[config.mk]
export PLATFORM = sky130hd
export DESIGN_NAME = vliw_slot_line_packer_unit_flat
export DESIGN_NICKNAME = d
export VERILOG_FILES = /design/src/hdl/vslp_pkg.sv /design/src/hdl/vslp_in_if.sv /design/src/hdl/vslp_out_if.sv /design/src/hdl/vslp_ctrl.sv /design/src/hdl/vslp_datapath.sv /design/src/hdl/vliw_slot_line_packer_unit.sv /design/src/flat_wrapper.sv
export SDC_FILE = /design/constraint.sdc
export NUM_CORES = 1
export LEC_CHECK = 0
export ABC_CLOCK_PERIOD_IN_PS = 2300
export BUFFER_PORTS_ARGS = -buffer_cell sky130_fd_sc_hd__buf_2
export CAP_MARGIN = 25
export CELL_PAD_IN_SITES_DETAIL_PLACEMENT = 1
export CELL_PAD_IN_SITES_GLOBAL_PLACEMENT = 2
export CORE_MARGIN = 2
export CORE_UTILIZATION = 34
export CTS_BUF_LIST = sky130_fd_sc_hd__clkbuf_16
export DETAILED_ROUTE_END_ITERATION = 10
export PLACE_DENSITY_LB_ADDON = 0.08
export REMOVE_ABC_BUFFERS = 1
export SYNTH_ARGS = -nofsm -noshare
export SYNTH_HDL_FRONTEND = slang
export SYNTH_SLANG_ARGS = --single-unit
[constraint.sdc]
create_clock -name clk -period 2.3 [get_ports clk]
set_input_delay 0.46 -clock clk [delete_from_list [all_inputs] [get_ports clk]]
set_output_delay 0.46 -clock clk [all_outputs]
set_load 0.005 [all_outputs]
[src/hdl/vslp_pkg.sv]
`timescale 1ns / 1ps

package vslp_pkg;

  localparam int unsigned LINE_BYTES = 41;
  localparam int unsigned LINE_BITS  = LINE_BYTES * 8;
  localparam int unsigned SLOT_TABLE = 14;
  localparam int unsigned CODE_W     = 64;
  localparam int unsigned VALUE_W    = 48;
  localparam int unsigned SLOT_W     = 4;
  localparam int unsigned CNT_W      = 6;

  localparam logic [1:0] OP_CLEAR   = 2'd0;
  localparam logic [1:0] OP_INSERT  = 2'd1;
  localparam logic [1:0] OP_EXTRACT = 2'd2;
  localparam logic [1:0] OP_EMIT    = 2'd3;

  localparam int unsigned SLOT_WIDTH [SLOT_TABLE] = '{
    23, 20, 21, 15, 28, 28, 31, 29, 26, 24, 20, 20, 20, 23
  };

  localparam int unsigned SLOT_OFFSET [SLOT_TABLE] = '{
    0, 23, 43, 64, 79, 107, 135, 166, 195, 221, 245, 265, 285, 305
  };

  typedef logic [LINE_BITS-1:0] line_t;

  typedef struct packed {
    logic clear;
    logic insert;
    logic capture;
    logic load_extract;
    logic load_byte;
    logic cnt_clear;
    logic cnt_inc;
  } cmd_t;

  typedef struct packed {
    logic last_byte;
  } status_t;

  function automatic logic [CODE_W-1:0] width_mask(int unsigned s);
    return (CODE_W'(1) << SLOT_WIDTH[s]) - CODE_W'(1);
  endfunction

  // field bits that are overwritten; the field's last byte is merged instead
  function automatic line_t clear_mask(int unsigned s);
    int unsigned last_start;
    line_t       hi;
    line_t       lo;
    last_start = ((SLOT_OFFSET[s] + SLOT_WIDTH[s] - 1) >> 3) << 3;
    hi = (line_t'(1) << last_start) - line_t'(1);
    lo = (line_t'(1) << SLOT_OFFSET[s]) - line_t'(1);
    return hi & ~lo;
  endfunction

endpackage

[src/hdl/vslp_in_if.sv]
`timescale 1ns / 1ps

interface vslp_in_if;
  import vslp_pkg::*;

  logic              valid;
  logic              ready;
  logic [1:0]        opcode;
  logic [SLOT_W-1:0] slot_index;
  logic [CODE_W-1:0] insert_code;

  modport source (output valid, output opcode, output slot_index, output insert_code,
                  input ready);
  modport sink (input valid, input opcode, input slot_index, input insert_code,
                output ready);
endinterface

[src/hdl/vslp_out_if.sv]
`timescale 1ns / 1ps

interface vslp_out_if;
  import vslp_pkg::*;

  logic               valid;
  logic               ready;
  logic [VALUE_W-1:0] out_value;
  logic               out_last;

  modport source (output valid, output out_value, output out_last, input ready);
  modport sink (input valid, input out_value, input out_last, output ready);
endinterface

[src/hdl/vslp_ctrl.sv]
`timescale 1ns / 1ps

module vslp_ctrl
  import vslp_pkg::*;
(
  input  logic       clk,
  input  logic       rst,
  input  logic       in_valid,
  input  logic [1:0] opcode,
  output logic       in_ready,
  input  logic       out_ready,
  output logic       out_valid,
  input  status_t    status,
  output cmd_t       cmd
);

  localparam logic [1:0] S_IDLE    = 2'd0;
  localparam logic [1:0] S_EXTRACT = 2'd1;
  localparam logic [1:0] S_EMIT    = 2'd2;

  logic [1:0] state;
  logic [1:0] state_next;
  logic       out_valid_next;
  logic       out_free;
  logic       accept;

  assign in_ready = (state == S_IDLE);
  assign accept   = in_valid && in_ready;
  assign out_free = !out_valid || out_ready;

  always_comb begin
    state_next = state;
    cmd        = '0;
    if (accept) begin
      cmd.capture = 1'b1;
      unique case (opcode)
        OP_CLEAR:   cmd.clear = 1'b1;
        OP_INSERT:  cmd.insert = 1'b1;
        OP_EXTRACT: state_next = S_EXTRACT;
        OP_EMIT: begin
          cmd.cnt_clear = 1'b1;
          state_next    = S_EMIT;
        end
        default: ;
      endcase
    end
    if (state == S_EXTRACT && out_free) begin
      cmd.load_extract = 1'b1;
      state_next       = S_IDLE;
    end
    if (state == S_EMIT && out_free) begin
      cmd.load_byte = 1'b1;
      if (status.last_byte) begin
        state_next = S_IDLE;
      end else begin
        cmd.cnt_inc = 1'b1;
      end
    end
  end

  always_comb begin
    out_valid_next = out_valid;
    if (cmd.load_extract || cmd.load_byte) begin
      out_valid_next = 1'b1;
    end else if (out_ready) begin
      out_valid_next = 1'b0;
    end
  end

  always_ff @(posedge clk) begin
    if (rst) begin
      state     <= S_IDLE;
      out_valid <= 1'b0;
    end else begin
      state     <= state_next;
      out_valid <= out_valid_next;
    end
  end

endmodule

[src/hdl/vslp_datapath.sv]
`timescale 1ns / 1ps

module vslp_datapath
  import vslp_pkg::*;
#(
  parameter int unsigned NUM_SLOTS = 14,
  parameter int unsigned TAG_SHIFT = 44
) (
  input  logic               clk,
  input  logic               rst,
  input  cmd_t               cmd,
  output status_t            status,
  input  logic [SLOT_W-1:0]  slot_index,
  input  logic [CODE_W-1:0]  insert_code,
  output logic [VALUE_W-1:0] out_value,
  output logic               out_last
);

  line_t              line;
  logic [SLOT_W-1:0]  slot_q;
  logic [CNT_W-1:0]   cnt;
  line_t              ins_bits;
  line_t              ins_clr;
  logic               ins_ok;
  logic               ext_ok;
  logic [CODE_W-1:0]  ext_field;
  logic [VALUE_W-1:0] ext_tag;
  logic [VALUE_W-1:0] ext_value;
  logic [7:0]         emit_byte;

  assign ins_ok = (32'(slot_index) < NUM_SLOTS) && (32'(slot_index) < SLOT_TABLE);
  assign ext_ok = (32'(slot_q) < NUM_SLOTS) && (32'(slot_q) < SLOT_TABLE);

  always_comb begin
    ins_bits = '0;
    ins_clr  = '0;
    for (int s = 0; s < SLOT_TABLE; s++) begin
      if (slot_index == SLOT_W'(s)) begin
        ins_bits = line_t'(insert_code & width_mask(s)) << SLOT_OFFSET[s];
        ins_clr  = clear_mask(s);
      end
    end
  end

  always_comb begin
    ext_field = '0;
    for (int s = 0; s < SLOT_TABLE; s++) begin
      if (slot_q == SLOT_W'(s)) begin
        ext_field = CODE_W'(line >> SLOT_OFFSET[s]) & width_mask(s);
      end
    end
    if (!ext_ok) begin
      ext_field = '0;
    end
    ext_tag   = VALUE_W'(CODE_W'(slot_q) << TAG_SHIFT);
    ext_value = (ext_field != '0) ? (VALUE_W'(ext_field) | ext_tag) : '0;
  end

  assign emit_byte        = line[{cnt, 3'b000} +: 8];
  assign status.last_byte = (cnt == CNT_W'(LINE_BYTES - 1));

  always_ff @(posedge clk) begin
    if (rst) begin
      line <= '0;
      cnt  <= '0;
    end else begin
      if (cmd.clear) begin
        line <= '0;
      end else if (cmd.insert && ins_ok) begin
        line <= (line & ~ins_clr) | ins_bits;
      end
      if (cmd.cnt_clear) begin
        cnt <= '0;
      end else if (cmd.cnt_inc) begin
        cnt <= cnt + CNT_W'(1);
      end
    end
  end

  always_ff @(posedge clk) begin
    if (cmd.capture) begin
      slot_q <= slot_index;
    end
    if (cmd.load_extract) begin
      out_value <= ext_value;
      out_last  <= 1'b1;
    end else if (cmd.load_byte) begin
      out_value <= VALUE_W'(emit_byte);
      out_last  <= status.last_byte;
    end
  end

endmodule

[src/hdl/vliw_slot_line_packer_unit.sv]
`timescale 1ns / 1ps
// vliw_slot_line_packer_unit
// keeps one 41-byte instruction line built from 14 issue-slot fields
// req channel (valid/ready): opcode, slot_index, insert_code
//   clear and insert update the line at the transfer and give no result
//   extract gives one result: nonzero slot code tagged at TAG_SHIFT, out_last set
//   emit gives 41 results, line bytes 0 to 40, out_last set on the final byte
// rsp channel (valid/ready): out_value, out_last from an output register
// extract: the controller enters its extract state at the transfer and loads the
//   result into the output register once it is free; emit loads bytes from the
//   emit state, one byte per cycle while rsp is taken, via the byte counter
// clear and insert leave req ready; extract and emit hold req off until done
// req is ready whenever no extract or emit is in progress, also while a result
//   waits in the output register; a stalled receiver holds the controller in its
//   extract or emit state until the output register is free
// reset clears the line to zero, drops rsp valid and returns to idle
module vliw_slot_line_packer_unit
  import vslp_pkg::*;
#(
  parameter int unsigned NUM_SLOTS = 14,
  parameter int unsigned TAG_SHIFT = 44
) (
  input  logic       clk,
  input  logic       rst,
  vslp_in_if.sink    req,
  vslp_out_if.source rsp
);

  cmd_t    cmd;
  status_t status;

  vslp_ctrl u_ctrl (
    .clk       (clk),
    .rst       (rst),
    .in_valid  (req.valid),
    .opcode    (req.opcode),
    .in_ready  (req.ready),
    .out_ready (rsp.ready),
    .out_valid (rsp.valid),
    .status    (status),
    .cmd       (cmd)
  );

  vslp_datapath #(
    .NUM_SLOTS (NUM_SLOTS),
    .TAG_SHIFT (TAG_SHIFT)
  ) u_datapath (
    .clk         (clk),
    .rst         (rst),
    .cmd         (cmd),
    .status      (status),
    .slot_index  (req.slot_index),
    .insert_code (req.insert_code),
    .out_value   (rsp.out_value),
    .out_last    (rsp.out_last)
  );

  a_no_overwrite: assert property (@(posedge clk) disable iff (rst)
    (rsp.valid && !rsp.ready) |-> !(cmd.load_extract || cmd.load_byte))
    else $error("output register loaded while holding an untaken result");

  a_busy_no_accept: assert property (@(posedge clk) disable iff (rst)
    (cmd.load_extract || cmd.load_byte) |-> !req.ready)
    else $error("request ready while a result is being produced");

  a_extract_busy: assert property (@(posedge clk) disable iff (rst)
    (req.valid && req.ready && req.opcode == OP_EXTRACT) |=> !req.ready)
    else $error("extract did not hold off the next request");

  a_emit_last: assert property (@(posedge clk) disable iff (rst)
    (cmd.load_byte && status.last_byte) |=> (rsp.valid && rsp.out_last))
    else $error("final emitted byte not marked last");

endmodule
[src/flat_wrapper.sv]
// flat-port wrapper written by rule: the top's interface ports become plain ports
module vliw_slot_line_packer_unit_flat import vslp_pkg::*;
#(
  parameter int unsigned NUM_SLOTS = 14,
  parameter int unsigned TAG_SHIFT = 44
)
  (clk, rst, req_valid, req_opcode, req_slot_index, req_insert_code, req_ready, rsp_valid, rsp_out_value, rsp_out_last, rsp_ready);
  vslp_in_if req_i ();
  vslp_out_if rsp_i ();
  input  logic clk;
  input  logic rst;
  input wire logic [$bits(req_i.valid)-1:0] req_valid;
  input wire logic [$bits(req_i.opcode)-1:0] req_opcode;
  input wire logic [$bits(req_i.slot_index)-1:0] req_slot_index;
  input wire logic [$bits(req_i.insert_code)-1:0] req_insert_code;
  output wire logic [$bits(req_i.ready)-1:0] req_ready;
  output wire logic [$bits(rsp_i.valid)-1:0] rsp_valid;
  output wire logic [$bits(rsp_i.out_value)-1:0] rsp_out_value;
  output wire logic [$bits(rsp_i.out_last)-1:0] rsp_out_last;
  input wire logic [$bits(rsp_i.ready)-1:0] rsp_ready;
  assign req_i.valid = req_valid;
  assign req_i.opcode = req_opcode;
  assign req_i.slot_index = req_slot_index;
  assign req_i.insert_code = req_insert_code;
  assign req_ready = req_i.ready;
  assign rsp_valid = rsp_i.valid;
  assign rsp_out_value = rsp_i.out_value;
  assign rsp_out_last = rsp_i.out_last;
  assign rsp_i.ready = rsp_ready;
  vliw_slot_line_packer_unit #(.NUM_SLOTS(NUM_SLOTS), .TAG_SHIFT(TAG_SHIFT)) u_core (.clk(clk), .rst(rst), .req(req_i), .rsp(rsp_i));
endmodule
==> reports/results.ini <==
[logic_synthesis]
syn_area_per_cell_um2=8.56
ys_types=92
syn_area_um2=19800
synth-seq-cells=377
synth_edf_count=39
ys_async_sr_fraction=0
synthCells=2307
synth_top_flop_cell=dfxtp_1
ys_seq_area_frac=0.402
yosys_warnings=0

[floorplan]
num_io_pins=125
num_rows=88
die_y_um=245
fp.dieArea_um2=60000
core_um2=57600
die_x_um=245
initial_core_util=0.343

[power_and_ir_drop]
share_seq_of_total_power=0.414
power.density_nw_per_um2=623
leakagePower_uw=0.00943
pwr-share-clk=0.440
vdd_drop_max_v=0.000508
p_switching_uw=4600
swShare=0.282
power.internal_uw=11700
pwr-share-comb=0.146

[final_layout]
fillers=6673
fin_area_um2=26200
synthToLayoutAreaGrowth_pct=32.5
fin_cells=3433
drive_gt1_frac=0.302
final_net_count=2705

[worst_hold_path]
hold-path-cell-count=3
hold_path_class=in2reg
hold-path-endpoint=u_core.u_datapath.line[165]$_SDFFE_PP0P_
min_from=req_insert_code[30]

[detailed_routing]
postRouteAntennaNets=0
wl_um=108000
routed_via_density=5.98
first_iter_violations=2128
wire_per_inst_um=31.3
drc=0
dr.pass1.iters=5
vias=20500

[sta]
finalHoldViolCount=0
fin_crit_ns=2.91
max_slew_margin=0.368
tightest_slew_ns=0.949
final.setup.worst_slack_ns=-0.614
finalMaxSlewViolations=0
rsz0062_at_grt=true
finalSetupViolations=23
fin_crit_sh=1.27
finalClockSkew_ns=0.0186
max_freq_ghz=0.343

[grt]
antenna_found_initial=2
globalRouteOverflowTotal=0
grt_pass1_vias=20600
grt_use_total=0.355
grt_pass1_wl_um=154000
grt_max_degree=57

[clock_tree]
clock_sinks=377
clockBufferDepth=3
clk_pin_slew_ns=0.06
cts-root-buf=clkbuf_16
numCtsBuffers=47
htree_levels=2
cts_hold_buf=0
clk_latency_ns=0.60
cts_tree=yes

[outcome]
status=complete, but fails checks
violations=negative setup slack

[worst_setup_path]
worstReg2RegStart=u_core.u_datapath.slot_q[0]$_DFFE_PP_
endpoint_kind=flip-flop
r2r-end=u_core.u_datapath.out_value[45]$_SDFFCE_PN0P_
ff2ff_setup_slack_ns=-0.61
critPathMaxFanout=13
start_kind=flip-flop
worstPathArrival_ns=3.25
path_class=reg2reg
r2r_cells=12
crit_required_ns=2.63

[place]
io_buffers=78
place_congestion=0.972
hpwl_um=78500
placed_cell_area_um2=23500
dpl_worst_slack_ns=-0.915
place_inst=3301

[flow_run]
maxCapViolCount=0

==> cells in the mapped netlist (10+ instances only) <==
master	count	share of area
nand2b_1	17	0.0054
clkbuf_1	138	0.026
mux2_2	12	0.0068
mux4_2	106	0.12
buf_6	16	0.0091
edfxtp_1	39	0.059
nor2_1	151	0.029
buf_2	41	0.010
nor3_1	19	0.0048
a21oi_1	397	0.10
nand3_1	126	0.032
a32oi_1	10	0.0044
nand2_1	497	0.094
nor2b_1	17	0.0054
a31oi_1	16	0.0051
o21ai_0	65	0.016
o22ai_1	13	0.0041
dfxtp_1	338	0.34
and3_1	11	0.0035
and2_1	11	0.0035
buf_4	27	0.010
mux2i_1	54	0.027
==> per-layer routing <==
layer  part of all wire  global-route usage  wire length [µm]  vias up
met5             0.0015              0.0204               165        -
met3              0.068              0.0555              7300      238
li1                   -                   -                 -     8849
met4              0.049               0.155              5250        4
met2               0.45               0.554             48400      888
met1               0.43               0.485             46400    10500
==> worst max path at each step <==
| stage | startpoint | endpoint |
|---|---|---|
| 3_5_place_dp | u_core.u_datapath.slot_q[2]$_DFFE_PP_ | u_core.u_datapath.out_value[47]$_SDFFCE_PN0P_ |
| 3_3_place_gp | u_core.u_datapath.slot_q[2]$_DFFE_PP_ | u_core.u_datapath.out_value[45]$_SDFFCE_PN0P_ |
| 4_1_cts | u_core.u_datapath.slot_q[1]$_DFFE_PP_ | u_core.u_datapath.out_value[47]$_SDFFCE_PN0P_ |
| 5_1_grt | u_core.u_datapath.slot_q[0]$_DFFE_PP_ | u_core.u_datapath.out_value[45]$_SDFFCE_PN0P_ |
| 2_1_floorplan | u_core.u_datapath.slot_q[0]$_DFFE_PP_ | u_core.u_datapath.out_value[44]$_SDFFCE_PN0P_ |
| 6_report | u_core.u_datapath.slot_q[0]$_DFFE_PP_ | u_core.u_datapath.out_value[45]$_SDFFCE_PN0P_ |
==> power by group through the flow <==
stage | logic [µW] | registers, µW | clock network [µW]
2_1_floorplan | 691 | 7020 | 0
3_3_place_gp | 1990 | 6890 | 0
3_5_place_dp | 2000 | 6890 | 0
4_1_cts | 2270 | 6750 | 7270
5_1_grt | 2470 | 6750 | 7540
6_report | 2380 | 6750 | 7180
==> layout make-up <==
class,count,area [µm²],area share
multi-input combinational,1698,11200,0.426
sequential,377,7950,0.304
timing repair buffer,494,4610,0.176
clock buffer,49,1230,0.0469
tap,765,957,0.0366
clock inverter,37,223,0.00851
inverter,11,47.5,0.00182
antenna,2,5.00,0.000191
==> repair_timing <==
item                                    4_1_cts  5_1_grt
resized for setup                           117       56
pin swaps                                    27       24
gates cloned                                  6        1
setup buffers                                31       11
endpoints found under the setup margin       24       29
==> layout by cell type, fill, tap and decap left out, types with 6 or more instances in the layout <==
cell	synthesis	final
nor2_1	151	137
a211oi_2	3	8
mux4_2	106	106
o21ai_0	65	57
buf_4	27	313
a21oi_2	1	8
a21oi_1	397	389
clkbuf_16	0	50
nor3_1	19	15
mux2i_1	54	48
edfxtp_1	39	39
nand2_1	497	493
dfxtp_1	338	335
buf_8	2	6
conb_1	1	13
a32oi_1	10	9
buf_16	0	7
clkinv_1	1	11
buf_6	16	26
nor2b_1	17	12
and3_1	11	10
nand2b_1	17	15
o21ai_1	7	8
nand3_1	126	123
buf_12	1	62
mux2_2	12	11
o2bb2ai_1	7	6
buf_2	41	78
clkinv_2	0	10
nor2_2	3	14
o22a_1	8	8
o22ai_1	13	11
and2_1	11	9
inv_1	8	17
a31oi_1	16	13
o21ai_2	0	7
==> per-stage QoR <==
stage	setup TNS (ns)	utilization	hold slack (ns)	total power, µW
floorplan	-787.89	-	0.441	7710
global placement	-10.11	0.407	0.433	8880
detailed placement	-10.71	0.407	0.469	8900
CTS	-7.09	0.449	0.0860	16300
global route	-8.91	0.454	0.108	16800
finish	-8.05	0.454	0.107	16300
==> critical path: stages (launching register included) <==
cell and delay [ns]:
edfxtp_1 0.45, buf_6 0.19, buf_12 0.16, nor2b_2 0.19
buf_12 0.15, a31oi_2 0.23, o32a_1 0.30, o2111ai_2 0.19
a21oi_4 0.21, nand4_2 0.14, nor3_4 0.20, buf_6 0.15
a211oi_2 0.07
==> state kept, by name, indices dropped and copies added, names as in the netlist, named ones only <==
signal	flops
u_core.u_datapath.line	313
u_core.u_datapath.out_value	35
u_core.u_datapath.cnt	6
u_core.u_datapath.slot_q	4
u_core.u_ctrl.state	2
u_core.u_ctrl.out_valid	1
u_core.u_datapath.out_last	1
==> logic make-up (layout without fill, tap and decap cells) <==
family                   after synthesis  in the layout  share of synthesized area
AND/OR/NAND/NOR                      891            891                      0.195
AO/OA/AOI/OAI                        612            612                      0.180
flip-flops                           377            377                      0.402
buffers and inverters                244            591                     0.0621
multiplexers                         175            175                      0.157
XOR/XNOR                               5              5                    0.00222
adder cells (fa/ha/maj)                2              2                    0.00127
other                                  1             15                   0.000190
(Power assumes the default switching activity.)
